<file path="config.mk">
export PLATFORM = sky130hd
export DESIGN_NAME = nested_block_header_deframer_flat
export DESIGN_NICKNAME = d
export VERILOG_FILES = /design/src/rtl/core/nbhd_pkg.sv /design/src/rtl/core/nbhd_if.sv /design/src/rtl/core/nbhd_step.sv /design/src/rtl/core/nested_block_header_deframer.sv /design/src/flat_wrapper.sv
export SDC_FILE = /design/constraint.sdc
export NUM_CORES = 1
export LEC_CHECK = 0
export ABC_CLOCK_PERIOD_IN_PS = 9420
export BUFFER_PORTS_ARGS = -buffer_cell sky130_fd_sc_hd__buf_2
export CAP_MARGIN = 20
export CORE_AREA = 2 2 112 141
export DETAILED_ROUTE_END_ITERATION = 12
export DIE_AREA = 0 0 114 143
export PLACE_DENSITY = 0.73
export SYNTH_ARGS = -nofsm -noshare
export SYNTH_HDL_FRONTEND = slang
export SYNTH_SLANG_ARGS = --single-unit
</file>
<file path="constraint.sdc">
create_clock -name clk -period 9.42 [get_ports clk]
set_clock_uncertainty 0.1 [all_clocks]
set_input_delay 0.471 -clock clk [delete_from_list [all_inputs] [get_ports clk]]
set_output_delay 0.471 -clock clk [all_outputs]
set_load 0.05 [all_outputs]
</file>
<file path="src/rtl/core/nbhd_pkg.sv">
// Shared types, codes and constant tables for the nested block header deframer.
// No dependencies; nbhd_step and the deframer top in rtl/core use this package.
package nbhd_pkg;

    localparam int SIZE_BITS_DEF = 16;

    // Parser phase
    typedef enum logic [2:0] {
        PH_START,
        PH_HEADER,
        PH_ID,
        PH_TERM,
        PH_PAYLOAD
    } phase_t;

    // Header layout selected by the prefix byte
    typedef enum logic [1:0] {
        HV_PLAIN,
        HV_WIDE,
        HV_SHORT5,
        HV_LONG6
    } hdr_var_t;

    // Byte roles
    localparam logic [2:0] ROLE_PREFIX  = 3'd0;
    localparam logic [2:0] ROLE_HEADER  = 3'd1;
    localparam logic [2:0] ROLE_ID      = 3'd2;
    localparam logic [2:0] ROLE_TERM    = 3'd3;
    localparam logic [2:0] ROLE_PAYLOAD = 3'd4;

    // Container kinds
    localparam logic [1:0] KIND_PLAIN = 2'd0;
    localparam logic [1:0] KIND_NODES = 2'd1;
    localparam logic [1:0] KIND_LINKS = 2'd2;

    // Error codes
    localparam logic [1:0] ERR_NONE    = 2'd0;
    localparam logic [1:0] ERR_OVERRUN = 2'd1;
    localparam logic [1:0] ERR_TRUNC   = 2'd2;

    // Prefix bytes
    localparam logic [7:0] PFX_WIDE_A = 8'h81;
    localparam logic [7:0] PFX_WIDE_B = 8'h82;
    localparam logic [7:0] PFX_SHORT5 = 8'h61;
    localparam logic [7:0] PFX_LONG6  = 8'hA1;

    localparam int ID_NAME_LEN = 8;

    // "NAVNODES" and "NAVLINKS"
    localparam logic [7:0] NODES_NAME [ID_NAME_LEN] =
        '{8'h4E, 8'h41, 8'h56, 8'h4E, 8'h4F, 8'h44, 8'h45, 8'h53};
    localparam logic [7:0] LINKS_NAME [ID_NAME_LEN] =
        '{8'h4E, 8'h41, 8'h56, 8'h4C, 8'h49, 8'h4E, 8'h4B, 8'h53};

    // Parser state other than the size counters
    typedef struct packed {
        phase_t     phase;
        hdr_var_t   variant;
        logic [2:0] header_count;
        logic [7:0] size_low;
        logic [7:0] id_len;
        logic [7:0] id_count;
        logic [1:0] id_match;    // bit 0 nodes still possible, bit 1 links
        logic       level;
        logic [1:0] outer_kind;
    } state_t;

    localparam state_t STATE_RESET = '{
        phase:        PH_START,
        variant:      HV_PLAIN,
        header_count: 3'd0,
        size_low:     8'd0,
        id_len:       8'd0,
        id_count:     8'd0,
        id_match:     2'b11,
        level:        1'b0,
        outer_kind:   KIND_PLAIN
    };

    // One labeled word
    typedef struct packed {
        logic [2:0]  byte_role;
        logic        nest_level;
        logic [2:0]  header_index;
        logic [7:0]  id_length;
        logic [15:0] block_size;
        logic [1:0]  container_kind;
        logic        block_end;
        logic [1:0]  error_code;
    } result_t;

    // Index of the last header byte (it carries the id length)
    function automatic logic [2:0] hdr_last_idx(input hdr_var_t v);
        logic [2:0] idx;
        unique case (v)
            HV_PLAIN:  idx = 3'd3;
            HV_WIDE:   idx = 3'd3;
            HV_SHORT5: idx = 3'd4;
            HV_LONG6:  idx = 3'd5;
            default:   idx = 3'd3;
        endcase
        return idx;
    endfunction

endpackage

</file>
<file path="src/rtl/core/nbhd_if.sv">
// Valid/ready stream interfaces for the deframer's input and result channels.
// Depends on nothing.
interface nbhd_in_if;
    logic       valid;
    logic       ready;
    logic [7:0] in_byte;
    logic       in_last;

    modport source (output valid, output in_byte, output in_last, input ready);
    modport sink   (input valid, input in_byte, input in_last, output ready);
endinterface

interface nbhd_out_if;
    logic        valid;
    logic        ready;
    logic [2:0]  byte_role;
    logic        nest_level;
    logic [2:0]  header_index;
    logic [7:0]  id_length;
    logic [15:0] block_size;
    logic [1:0]  container_kind;
    logic        block_end;
    logic [1:0]  error_code;

    modport source (output valid, output byte_role, output nest_level, output header_index,
                    output id_length, output block_size, output container_kind,
                    output block_end, output error_code, input ready);
    modport sink   (input valid, input byte_role, input nest_level, input header_index,
                    input id_length, input block_size, input container_kind,
                    input block_end, input error_code, output ready);
endinterface

</file>
<file path="src/rtl/core/nbhd_step.sv">
// Combinational parse step: labels one word and computes the next parser state.
// Depends on nbhd_pkg.
module nbhd_step #(
    parameter int SIZE_BITS = nbhd_pkg::SIZE_BITS_DEF
) (
    input  nbhd_pkg::state_t      st,
    input  logic [SIZE_BITS-1:0]  cur_size,
    input  logic [SIZE_BITS-1:0]  outer_rem,
    input  logic [SIZE_BITS-1:0]  inner_rem,
    input  logic [7:0]            in_byte,
    input  logic                  in_last,
    output nbhd_pkg::state_t      st_next,
    output logic [SIZE_BITS-1:0]  cur_size_next,
    output logic [SIZE_BITS-1:0]  outer_rem_next,
    output logic [SIZE_BITS-1:0]  inner_rem_next,
    output nbhd_pkg::result_t     res
);

    localparam logic [31:0] SIZE_MAX = 32'((64'd1 << SIZE_BITS) - 64'd1);

    function automatic logic [SIZE_BITS-1:0] clamp(input logic [15:0] raw);
        logic [SIZE_BITS-1:0] r;
        if (32'(raw) > SIZE_MAX)
        begin
            r = SIZE_BITS'(SIZE_MAX);
        end
        else
        begin
            r = SIZE_BITS'(raw);
        end
        return r;
    endfunction

    logic       is_prefix;
    logic [2:0] role;
    logic [2:0] hidx;
    logic [15:0] size_wide;

    assign is_prefix = (in_byte == nbhd_pkg::PFX_WIDE_A) || (in_byte == nbhd_pkg::PFX_WIDE_B) ||
                       (in_byte == nbhd_pkg::PFX_SHORT5) || (in_byte == nbhd_pkg::PFX_LONG6);

    // Output decode: role and header position from the current phase
    always_comb
    begin
        role = nbhd_pkg::ROLE_PAYLOAD;
        hidx = 3'd0;
        unique case (st.phase)
            nbhd_pkg::PH_START:
            begin
                role = is_prefix ? nbhd_pkg::ROLE_PREFIX : nbhd_pkg::ROLE_HEADER;
            end
            nbhd_pkg::PH_HEADER:
            begin
                role = nbhd_pkg::ROLE_HEADER;
                hidx = st.header_count;
            end
            nbhd_pkg::PH_ID:      role = nbhd_pkg::ROLE_ID;
            nbhd_pkg::PH_TERM:    role = nbhd_pkg::ROLE_TERM;
            nbhd_pkg::PH_PAYLOAD: role = nbhd_pkg::ROLE_PAYLOAD;
            default:              role = nbhd_pkg::ROLE_PAYLOAD;
        endcase
    end

    // Next state, size counters and the remaining result fields
    always_comb
    begin
        logic       lvl;
        logic       done;
        logic       endf;
        logic [1:0] kind;
        logic [1:0] err;
        logic [1:0] k;
        logic [7:0] id_cnt_inc;

        lvl        = st.level;
        done       = 1'b0;
        endf       = 1'b0;
        kind       = nbhd_pkg::KIND_PLAIN;
        err        = nbhd_pkg::ERR_NONE;
        k          = nbhd_pkg::KIND_PLAIN;
        id_cnt_inc = st.id_count + 8'd1;

        st_next        = st;
        cur_size_next  = cur_size;
        outer_rem_next = outer_rem;
        inner_rem_next = inner_rem;

        unique case (st.phase)
            nbhd_pkg::PH_START:
            begin
                cur_size_next    = '0;
                st_next.id_len   = 8'd0;
                st_next.size_low = 8'd0;
                if (!lvl)
                begin
                    st_next.outer_kind = nbhd_pkg::KIND_PLAIN;
                end
                if (is_prefix)
                begin
                    if (in_byte == nbhd_pkg::PFX_SHORT5)
                    begin
                        st_next.variant = nbhd_pkg::HV_SHORT5;
                    end
                    else if (in_byte == nbhd_pkg::PFX_LONG6)
                    begin
                        st_next.variant = nbhd_pkg::HV_LONG6;
                    end
                    else
                    begin
                        st_next.variant = nbhd_pkg::HV_WIDE;
                    end
                    st_next.header_count = 3'd0;
                end
                else
                begin
                    st_next.variant      = nbhd_pkg::HV_PLAIN;
                    st_next.header_count = 3'd1;
                end
                st_next.phase = nbhd_pkg::PH_HEADER;
            end
            nbhd_pkg::PH_HEADER:
            begin
                if ((st.variant == nbhd_pkg::HV_PLAIN && st.header_count == 3'd2) ||
                    (st.variant == nbhd_pkg::HV_SHORT5 && st.header_count == 3'd1))
                begin
                    cur_size_next = clamp({8'd0, in_byte});
                end
                if ((st.variant == nbhd_pkg::HV_WIDE || st.variant == nbhd_pkg::HV_LONG6) &&
                    st.header_count == 3'd1)
                begin
                    st_next.size_low = in_byte;
                end
                if ((st.variant == nbhd_pkg::HV_WIDE || st.variant == nbhd_pkg::HV_LONG6) &&
                    st.header_count == 3'd2)
                begin
                    cur_size_next = clamp({in_byte, st.size_low});
                end
                if (st.header_count >= nbhd_pkg::hdr_last_idx(st.variant))
                begin
                    st_next.id_len   = in_byte;
                    st_next.id_count = 8'd0;
                    st_next.id_match = 2'b11;
                    st_next.phase    = (in_byte != 8'd0) ? nbhd_pkg::PH_ID : nbhd_pkg::PH_TERM;
                end
                else
                begin
                    st_next.header_count = st.header_count + 3'd1;
                end
            end
            nbhd_pkg::PH_ID:
            begin
                if (st.id_count < 8'(nbhd_pkg::ID_NAME_LEN))
                begin
                    if (in_byte != nbhd_pkg::NODES_NAME[st.id_count[2:0]])
                    begin
                        st_next.id_match[0] = 1'b0;
                    end
                    if (in_byte != nbhd_pkg::LINKS_NAME[st.id_count[2:0]])
                    begin
                        st_next.id_match[1] = 1'b0;
                    end
                end
                else
                begin
                    st_next.id_match = 2'b00;
                end
                st_next.id_count = id_cnt_inc;
                if (id_cnt_inc >= st.id_len)
                begin
                    st_next.phase = nbhd_pkg::PH_TERM;
                end
            end
            nbhd_pkg::PH_TERM:
            begin
                if (!lvl)
                begin
                    if (st.id_len == 8'(nbhd_pkg::ID_NAME_LEN))
                    begin
                        if (st.id_match[0])
                        begin
                            k = nbhd_pkg::KIND_NODES;
                        end
                        else if (st.id_match[1])
                        begin
                            k = nbhd_pkg::KIND_LINKS;
                        end
                    end
                    st_next.outer_kind = k;
                end
                if (cur_size == '0)
                begin
                    done = 1'b1;
                end
                else if (!lvl && st_next.outer_kind != nbhd_pkg::KIND_PLAIN)
                begin
                    outer_rem_next = cur_size;
                    st_next.level  = 1'b1;
                    st_next.phase  = nbhd_pkg::PH_START;
                end
                else
                begin
                    if (!lvl)
                    begin
                        outer_rem_next = cur_size;
                    end
                    else
                    begin
                        inner_rem_next = cur_size;
                    end
                    st_next.phase = nbhd_pkg::PH_PAYLOAD;
                end
            end
            nbhd_pkg::PH_PAYLOAD:
            begin
                if (!lvl)
                begin
                    if (outer_rem != '0)
                    begin
                        outer_rem_next = outer_rem - SIZE_BITS'(1);
                    end
                    done = (outer_rem_next == '0);
                end
                else
                begin
                    if (inner_rem != '0)
                    begin
                        inner_rem_next = inner_rem - SIZE_BITS'(1);
                    end
                    done = (inner_rem_next == '0);
                end
            end
            default:
            begin
                st_next.phase = nbhd_pkg::PH_START;
            end
        endcase

        // Level bookkeeping: inner words also count down the container
        if (!lvl)
        begin
            kind = (role == nbhd_pkg::ROLE_TERM || role == nbhd_pkg::ROLE_PAYLOAD)
                   ? st_next.outer_kind : nbhd_pkg::KIND_PLAIN;
            if (done)
            begin
                endf          = 1'b1;
                st_next.phase = nbhd_pkg::PH_START;
            end
        end
        else
        begin
            kind = st.outer_kind;
            if (outer_rem_next != '0)
            begin
                outer_rem_next = outer_rem_next - SIZE_BITS'(1);
            end
            if (done)
            begin
                endf          = 1'b1;
                st_next.phase = nbhd_pkg::PH_START;
                if (outer_rem_next == '0)
                begin
                    st_next.level = 1'b0;
                end
            end
            else if (outer_rem_next == '0)
            begin
                endf          = 1'b1;
                err           = nbhd_pkg::ERR_OVERRUN;
                st_next.phase = nbhd_pkg::PH_START;
                st_next.level = 1'b0;
            end
        end

        res.byte_role      = role;
        res.nest_level     = lvl;
        res.header_index   = hidx;
        res.id_length      = st_next.id_len;
        res.block_size     = size_wide;
        res.container_kind = kind;
        res.block_end      = endf;

        // End of data set: flag a cut-off block, then restart clean
        if (in_last)
        begin
            if (err == nbhd_pkg::ERR_NONE &&
                !(st_next.phase == nbhd_pkg::PH_START && st_next.level == 1'b0))
            begin
                err = nbhd_pkg::ERR_TRUNC;
            end
        end
        res.error_code = err;

        if (in_last)
        begin
            st_next        = nbhd_pkg::STATE_RESET;
            cur_size_next  = '0;
            outer_rem_next = '0;
            inner_rem_next = '0;
        end
    end

    // Size as reported, before any end-of-data clear
    always_comb
    begin
        size_wide = 16'(cur_size);
        if (st.phase == nbhd_pkg::PH_START)
        begin
            size_wide = 16'd0;
        end
        else if (st.phase == nbhd_pkg::PH_HEADER)
        begin
            if ((st.variant == nbhd_pkg::HV_PLAIN && st.header_count == 3'd2) ||
                (st.variant == nbhd_pkg::HV_SHORT5 && st.header_count == 3'd1))
            begin
                size_wide = 16'(clamp({8'd0, in_byte}));
            end
            else if ((st.variant == nbhd_pkg::HV_WIDE || st.variant == nbhd_pkg::HV_LONG6) &&
                     st.header_count == 3'd2)
            begin
                size_wide = 16'(clamp({in_byte, st.size_low}));
            end
        end
    end

endmodule

</file>
<file path="src/rtl/core/nested_block_header_deframer.sv">
// Top level of the nested block header deframer: state and result registers.
// Depends on nbhd_pkg, nbhd_in_if / nbhd_out_if and nbhd_step.
//
//  channel  dir  handshake        word contents
//  in_ch    in   valid / ready    in_byte, in_last
//  out_ch   out  valid / ready    byte_role, nest_level, header_index, id_length,
//                                 block_size, container_kind, block_end, error_code
//
// One word in, one labeled word out. A word is accepted every cycle while
// in_ch.ready is high, and its label appears in the result register on the next
// cycle; the single parse step (header decode, id compare, size countdown) sits
// between the state registers and that register. in_ch.ready drops only while
// the result register is full and out_ch.ready is low. Reset puts the parser at
// top level, expecting a prefix or header byte. A word with in_last set also
// returns the parser to that state.
module nested_block_header_deframer #(
    parameter int SIZE_BITS = nbhd_pkg::SIZE_BITS_DEF
) (
    input  logic       clk,
    input  logic       rst_n,
    nbhd_in_if.sink    in_ch,
    nbhd_out_if.source out_ch
);

    nbhd_pkg::state_t     st_reg;
    nbhd_pkg::state_t     st_next;
    logic [SIZE_BITS-1:0] cur_size_reg;
    logic [SIZE_BITS-1:0] cur_size_next;
    logic [SIZE_BITS-1:0] outer_rem_reg;
    logic [SIZE_BITS-1:0] outer_rem_next;
    logic [SIZE_BITS-1:0] inner_rem_reg;
    logic [SIZE_BITS-1:0] inner_rem_next;
    nbhd_pkg::result_t    res_next;
    nbhd_pkg::result_t    res_reg;
    logic                 out_valid_reg;
    logic                 accept;

    // Result register frees up in the same cycle it is drained
    assign in_ch.ready = !out_valid_reg || out_ch.ready;
    assign accept      = in_ch.valid && in_ch.ready;

    nbhd_step #(
        .SIZE_BITS(SIZE_BITS)
    ) u_step (
        .st             (st_reg),
        .cur_size       (cur_size_reg),
        .outer_rem      (outer_rem_reg),
        .inner_rem      (inner_rem_reg),
        .in_byte        (in_ch.in_byte),
        .in_last        (in_ch.in_last),
        .st_next        (st_next),
        .cur_size_next  (cur_size_next),
        .outer_rem_next (outer_rem_next),
        .inner_rem_next (inner_rem_next),
        .res            (res_next)
    );

    // Parser state advances only on an accepted word
    always_ff @(posedge clk or negedge rst_n)
    begin
        if (!rst_n)
        begin
            st_reg        <= nbhd_pkg::STATE_RESET;
            cur_size_reg  <= '0;
            outer_rem_reg <= '0;
            inner_rem_reg <= '0;
            out_valid_reg <= 1'b0;
        end
        else
        begin
            if (accept)
            begin
                st_reg        <= st_next;
                cur_size_reg  <= cur_size_next;
                outer_rem_reg <= outer_rem_next;
                inner_rem_reg <= inner_rem_next;
                out_valid_reg <= 1'b1;
            end
            else if (out_ch.ready)
            begin
                out_valid_reg <= 1'b0;
            end
        end
    end

    // Result payload, no reset needed
    always_ff @(posedge clk)
    begin
        if (accept)
        begin
            res_reg <= res_next;
        end
    end

    assign out_ch.valid          = out_valid_reg;
    assign out_ch.byte_role      = res_reg.byte_role;
    assign out_ch.nest_level     = res_reg.nest_level;
    assign out_ch.header_index   = res_reg.header_index;
    assign out_ch.id_length      = res_reg.id_length;
    assign out_ch.block_size     = res_reg.block_size;
    assign out_ch.container_kind = res_reg.container_kind;
    assign out_ch.block_end      = res_reg.block_end;
    assign out_ch.error_code     = res_reg.error_code;

`ifndef SYNTHESIS
    // Inner level only exists inside a recognized container
    a_level_has_kind: assert property (@(posedge clk) disable iff (!rst_n)
        st_reg.level |-> st_reg.outer_kind != nbhd_pkg::KIND_PLAIN)
        else $error("inner level active without container kind");

    // An overrun always closes the block
    a_overrun_ends: assert property (@(posedge clk) disable iff (!rst_n)
        out_ch.valid && out_ch.error_code == nbhd_pkg::ERR_OVERRUN |-> out_ch.block_end)
        else $error("overrun reported without block end");

    // Nonzero header position only on header bytes
    a_hidx_role: assert property (@(posedge clk) disable iff (!rst_n)
        out_ch.valid && out_ch.header_index != 3'd0 |->
        out_ch.byte_role == nbhd_pkg::ROLE_HEADER)
        else $error("header index on non-header byte");

    // A word with in_last leaves the parser at top level, between blocks
    a_last_restarts: assert property (@(posedge clk) disable iff (!rst_n)
        accept && in_ch.in_last |=>
        st_reg.phase == nbhd_pkg::PH_START && !st_reg.level)
        else $error("parser not restarted after last word");
`endif

endmodule

</file>
<file path="src/flat_wrapper.sv">
// flat-port wrapper written by rule: the top's interface ports become plain ports
module nested_block_header_deframer_flat 
#(
    parameter int SIZE_BITS = nbhd_pkg::SIZE_BITS_DEF
)
  (clk, rst_n, in_ch_valid, in_ch_in_byte, in_ch_in_last, in_ch_ready, out_ch_valid, out_ch_byte_role, out_ch_nest_level, out_ch_header_index, out_ch_id_length, out_ch_block_size, out_ch_container_kind, out_ch_block_end, out_ch_error_code, out_ch_ready);
  nbhd_in_if in_ch_i ();
  nbhd_out_if out_ch_i ();
  input  logic clk;
  input  logic rst_n;
  input wire logic [$bits(in_ch_i.valid)-1:0] in_ch_valid;
  input wire logic [$bits(in_ch_i.in_byte)-1:0] in_ch_in_byte;
  input wire logic [$bits(in_ch_i.in_last)-1:0] in_ch_in_last;
  output wire logic [$bits(in_ch_i.ready)-1:0] in_ch_ready;
  output wire logic [$bits(out_ch_i.valid)-1:0] out_ch_valid;
  output wire logic [$bits(out_ch_i.byte_role)-1:0] out_ch_byte_role;
  output wire logic [$bits(out_ch_i.nest_level)-1:0] out_ch_nest_level;
  output wire logic [$bits(out_ch_i.header_index)-1:0] out_ch_header_index;
  output wire logic [$bits(out_ch_i.id_length)-1:0] out_ch_id_length;
  output wire logic [$bits(out_ch_i.block_size)-1:0] out_ch_block_size;
  output wire logic [$bits(out_ch_i.container_kind)-1:0] out_ch_container_kind;
  output wire logic [$bits(out_ch_i.block_end)-1:0] out_ch_block_end;
  output wire logic [$bits(out_ch_i.error_code)-1:0] out_ch_error_code;
  input wire logic [$bits(out_ch_i.ready)-1:0] out_ch_ready;
  assign in_ch_i.valid = in_ch_valid;
  assign in_ch_i.in_byte = in_ch_in_byte;
  assign in_ch_i.in_last = in_ch_in_last;
  assign in_ch_ready = in_ch_i.ready;
  assign out_ch_valid = out_ch_i.valid;
  assign out_ch_byte_role = out_ch_i.byte_role;
  assign out_ch_nest_level = out_ch_i.nest_level;
  assign out_ch_header_index = out_ch_i.header_index;
  assign out_ch_id_length = out_ch_i.id_length;
  assign out_ch_block_size = out_ch_i.block_size;
  assign out_ch_container_kind = out_ch_i.container_kind;
  assign out_ch_block_end = out_ch_i.block_end;
  assign out_ch_error_code = out_ch_i.error_code;
  assign out_ch_i.ready = out_ch_ready;
  nested_block_header_deframer #(.SIZE_BITS(SIZE_BITS)) u_core (.clk(clk), .rst_n(rst_n), .in_ch(in_ch_i), .out_ch(out_ch_i));
endmodule
</file>
; ---- Word-level counts from Yosys, hierarchy flattened
; Memory sizes are Yosys's and may differ from the RTL's.
; Cells that the tools add are included.
; Widths: inputs -> output; s select.
[op_classes]
muxes = 87
n_eq_ne = 28
order_cmp = 4
addsub = 5
n_reduce_logical = 45
bitwise = 2
[ops]
columns = operator, n
row1 = $mux 16, 25
row2 = $pmux 16 s2, 3
row3 = $logic_not 16->1, 4
row4 = $reduce_bool 16->1, 3
row5 = $sub 16x1->16 const B, 3
row6 = $mux 8, 5
row7 = $pmux 19 s2, 1
row8 = $mux 37, 1
row9 = $mux 3, 10
row10 = $mux 2, 14
row11 = $eq 8x8->1 const B, 3
row12 = $mux 1, 20
row13 = $pmux 10 s2, 1
row14 = $mux 18, 1
row15 = $ne 8x8->1, 2
row16 = $ne 3x3->1 const B, 5
row17 = $pmux 3 s5, 1
row18 = $eq 3x2->1 const B, 4
row19 = $pmux 3 s4, 1
row20 = $reduce_and 3->1, 4
row21 = $pmux 3 s3, 1
row22 = $reduce_bool 3->1, 3
row23 = $add 8x1->8 const B, 1
row24 = $eq 8x4->1 const B, 1
row25 = 29 further kinds, 54
[totals]
mem_count = 2
ff_bits = 122
elab_cells = 195
inputBits = 13
rom_bits = 128
[mem_list]
columns = name, words, word_bits, read_ports, rd_clocked_by_memory_dff, write_ports, line
row1 = (name not given), 8, 8, 1, 0, 0, nbhd_step.sv:158  ; if (in_byte != nbhd_pkg::LINKS_NAME[st.id_count[2:0]])
row2 = (name not given), 8, 8, 1, 0, 0, nbhd_step.sv:154  ; if (in_byte != nbhd_pkg::NODES_NAME[st.id_count[2:0]])

; ---- Longest topological paths before layout
[depth]
word_depth = 23
ltp_mapped = 19
ltp_nobuf = 16

; ---- Modules after synthesis
; A second synthesis with hierarchy kept.
[hier_totals]
cells_unflattened = 1013
hier_area_um2 = 9186.3
[modules_own_cells]
columns = module, instances, cells_each, area_per_inst_um2
row1 = nbhd_step, 1, 793, 4740.8
row2 = nested_block_header_deframer, 1, 220, 4445.5

; ---- Least setup slack after synthesis
; Ideal clock, no wire load.
[synth_timing]
path_type = register to register
start = register u_core.outer_rem_reg[0]
end = register u_core.res_reg (netlist bit u_core.out_ch.error_code[1]) (data pin)
arrival_time_ns = 3.935
setup_time_ns = 0.256
path_slack_ns = 5.129
required_time_ns = 9.064
path_stages_with_launch = 19
cell_sequence = dfrtp_1 > inv_1 > ha_1 > nor4b_4 > and4_1 > buf_4 > buf_6 > nor2_1 > nor2_1 > a221o_1 > inv_1 > ha_1 > nand4_1 > nor4_1 > xnor2_1 > or4b_2 > o31ai_2 > nand2_2 > and4_1
[synth_between]
elab_chain_cells = 19
word_cells_on_any_way = 35
cone_classes = 2 x add/sub / 23 x mux / 1 x bitwise / 9 x reduce/logical
[synth_rtl]
columns = item, line
row1 = start: declaration, nested_block_header_deframer.sv:29  ; logic [SIZE_BITS-1:0] outer_rem_reg;
row2 = start signal: assignment, nested_block_header_deframer.sv:75  ; outer_rem_reg <= outer_rem_next;
row3 = $sub 16x1->16 / $reduce_bool 16->1 (equally long branches), "nbhd_step.sv:219, nbhd_step.sv:217"
row4 = $mux 16, nbhd_step.sv:217  ; if (outer_rem != '0)
row5 = $mux 16, nbhd_step.sv:215  ; if (!lvl)
row6 = $mux 16, nbhd_step.sv:88  ; unique case (st.phase)
row7 = $mux 16, nbhd_step.sv:215
row8 = $pmux 16 s2, nbhd_step.sv:88
row9 = $sub 16x1->16 / $reduce_bool 16->1 (equally long branches), "nbhd_step.sv:254, nbhd_step.sv:252"
row10 = $mux 16, nbhd_step.sv:252  ; if (outer_rem_next != '0)
row11 = [... 3 more ...], -
row12 = $mux 3, nbhd_step.sv:256  ; if (done)
row13 = $mux 3, nbhd_step.sv:239  ; if (!lvl)
row14 = $logic_not 3->1, nbhd_step.sv:286  ; !(st_next.phase == nbhd_pkg::PH_START && st_next.level == 1'b0))
row15 = $logic_and 1x1->1, nbhd_step.sv:286
row16 = $logic_not 1->1, nbhd_step.sv:286
row17 = $logic_and 1x1->1 *, nbhd_step.sv:285  ; if (err == nbhd_pkg::ERR_NONE &&
row18 = $mux 2 *, nbhd_step.sv:285
row19 = $mux 2 *, nbhd_step.sv:283  ; if (in_last)
row20 = end signal: assignment, nested_block_header_deframer.sv:91  ; res_reg <= res_next;
row21 = end: declaration, nested_block_header_deframer.sv:34  ; nbhd_pkg::result_t res_reg;
; Every way passes the cells marked *; elsewhere a longest branch is shown, timed or not. The select of a mux whose other input is x is not followed.
; A chain may end at the register's enable or synchronous reset.

; ---- Final worst setup path
; Same ends and word-level chain as after synthesis.

==> flow_summary.yaml <==
global_routing:
  grt_pass1_vias: 7219
  track_usage: 0.311
  gr-total-overflow: 0
  grt_max_degree: 57
  antenna_found_initial: 0
  grt_pass1_wl_um: 39300
floorplanning:
  core_mm2: 0.0149
  num_rows: 50
  die_width_um: 114
  die-height_um: 143
  io_pins: 51
  die-area_mm2: 0.0163
  start_util: 0.553
min_path:
  min_path_type: "input pin to flip-flop"
timing:
  rsz0062_at_grt: "false"
  finalSetupViolCount: 0
  max_freq_ghz: 0.203
  period_needed_ns: 4.92
  drv_slew: 0
  setup_slack_ns: 4.50
  tightestPinTransition_ns: 0.987
  hold_viol: 0
  max_slew_margin: 0.336
  tns_ns: 0
  fin_crit_sh: 0.522
detailed_routing:
  drc: 0
  routedWlPerCell_um: 21.1
  ant_nets: 0
  first_pass_iters: 5
  drtIter0Drc: 742
  num_vias: 7694
  vias_per_cell: 6.58
  totalWireLength_um: 24700
clocking:
  clock_path_buffers: 2
  cts_tree: "done"
  clock_latency_ns: 0.43
  clockRootBuffer: "clkbuf_16"
  cts_buffers: 17
  post-cts-setup-buffer-count: 0
  ctsHtreeMaxLevel: 4
  clk_pin_slew_worst_paths_ns: 0.06
  cts.sinks: 122
worst_setup_path:
  arrival_ns: 5.00
  worstSetupPathType: "flip-flop to flip-flop"
  startpoint_type: "flip-flop"
  critPathMaxFanout: 9
  end_kind: "flip-flop"
  cp_data_required_time_ns: 9.50
  regToRegSetupSlack_ns: 4.50
power_and_ir_drop:
  ir_drop_mv: 0.170
  power.leakage_nw: 3.72
  powerDensity_mw_per_mm2: 300
  power_mw: 2.73
layout:
  areaGrowthSynthToFinish_pct: 10.7
  final_cell_count_no_fill: 1170
  drive_gt1_frac: 0.128
  seqCellArea_mm2: 0.00324
  nets: 1011
  antenna_cells: 0
  fillers: 1318
  largest_register_ffs: 37
  multiInputGateArea_mm2: 0.00458
  final_core_util: 0.612
outcome:
  status: "finished, final reports clean"
place:
  dp_slack_ns: 4.61
  dp_hpwl_um: 17100
  place_inst: 1137
  gp_congestion: 0.973
  io_buffers: 50
synthesis:
  synth_edf_count: 36
  synthCells: 961
  ys_seq_area_frac: 0.393
  synth_warnings: 0
  synth_ff_type: "dfrtp_1"
  netlist_area_mm2: 0.00823
  synth_nets: 997
  synth.distinct_cells: 81
  synth_async_sr_flop_share: 0.705
  synth-seq-cells: 122
  synth_area_per_cell_um2: 8.56
run:
  drv_cap: 0
-- cell usage after synthesis (15+ instances only) --
cell type	n	share of area
a21oi_1	45	0.027
nand2b_1	23	0.017
clkbuf_1	51	0.023
nor2_1	68	0.031
nand2_1	130	0.059
ha_1	23	0.035
nor4_1	25	0.019
inv_1	35	0.016
dfrtp_1	84	0.26
nor3_1	24	0.015
xnor2_1	27	0.029
o21ai_0	84	0.051
a22o_1	15	0.016
o31ai_1	26	0.024
nand3_1	38	0.023
edfxtp_1	36	0.13
o22ai_1	15	0.011
-- area by class of cell --
| cell class | count | share of cell area |
|---|---|---|
| Multi-Input combinational cell | 737 | 0.503 |
| Sequential cell | 122 | 0.355 |
| Clock buffer | 18 | 0.0482 |
| Timing Repair Buffer | 62 | 0.0379 |
| Tap cell | 182 | 0.0250 |
| Clock inverter | 14 | 0.0166 |
| Inverter | 35 | 0.0144 |
-- power by group --
group | switching (mW) | total [mW] | internal [mW]
registers | 0.105 | 0.710 | 0.606
clock network | 0.277 | 0.659 | 0.381
logic | 0.909 | 1.36 | 0.454
-- cell families (layout without fill, tap and decap cells) --
logic type                 after synthesis  count (layout)  synth area share
and+or+nand+nor                        401             401             0.254
AOI/OAI and AO/OA                      265             265             0.214
DFF                                    122             122             0.393
buffers and inverters                  102             129            0.0506
xor gates and xnor gates                39              39            0.0415
adders and majority gates               23              23            0.0350
muxes                                    9               9            0.0114
-- worst paths after layout --
| kind | from | endpoint | cells past startpoint |
|---|---|---|---|
| min in group asynchronous | rst_n | u_core.st_reg[9]$_DFFE_PN0P_ | 2 |
| worst min register to register | u_core.st_reg[0]$_DFFE_PN0P_ | u_core.st_reg[0]$_DFFE_PN0P_ | 2 |
| max in group asynchronous | rst_n | u_core.inner_rem_reg[6]$_DFFE_PN0P_ | 3 |
| worst max-delay path | u_core.outer_rem_reg[0]$_DFFE_PN0P_ | u_core.out_ch.error_code[1]$_SDFFCE_PN0P_ | 16 |
| worst min-delay path | in_ch_valid | u_core.out_ch.valid$_DFFE_PN0P_ | 2 |
| worst max register to register | u_core.outer_rem_reg[0]$_DFFE_PN0P_ | u_core.out_ch.error_code[1]$_SDFFCE_PN0P_ | 16 |
-- routing by layer --
metal / global-route usage / share of wire / up-vias
met4: 0.125 / 0.036 / 0
met1: 0.412 / 0.41 / 3674
met2: 0.509 / 0.48 / 372
met3: 0.0488 / 0.074 / 71
li1: - / - / 3577
met5: 0 / 0 / -
-- timing repair --
| item | in CTS | in global routing |
|---|---|---|
| endpoints found under the setup margin | 0 | 0 |
| endpoints found under the hold margin | 33 | 0 |
| gates resized for setup | 0 | 0 |
| hold buffers | 1 | 0 |
-- critical path, stage by stage (launching register included) --
cell and delay, ns:
dfrtp_1 0.43, inv_1 0.16, ha_1 0.18, nor4b_4 0.28
nand4_1 0.40, nand2_2 0.34, nor2_1 0.06, a221o_1 0.31
inv_1 0.11, ha_1 0.24, nand4_1 0.15, nor4_1 0.41
xnor2_1 0.21, or4b_2 0.62, o31ai_2 0.30, nand2_2 0.15
and4_1 0.21
-- layout by cell type (no fill, tap or decap), types with 6 or more instances in the layout --
cell	instances
or3_1	11
and3_1	11
a21oi_1	45
nor4_1	25
o21ai_1	6
and2_1	7
nor2b_1	8
xor2_1	12
o31ai_1	25
nor2_1	68
or4_1	9
nand2b_1	23
clkbuf_16	17
o311ai_1	6
xnor2_1	27
nand3_1	38
a22o_1	15
nand2_1	130
nor3_1	24
nand4_1	12
mux2i_1	6
o22ai_1	15
buf_2	49
o211ai_1	10
edfxtp_1	36
o21ai_0	84
inv_1	34
a21o_1	7
buf_4	12
dfrtp_1	84
ha_1	23
-- stage by stage --
stage,cell area (um^2),hold WS (ns)
floorplan,8230,0.0754
global placement,8510,0.363
detailed placement,8510,0.360
CTS,9110,0.152
global route,9110,0.171
finish,9110,0.152
Power figures use the tool's default switching activity.
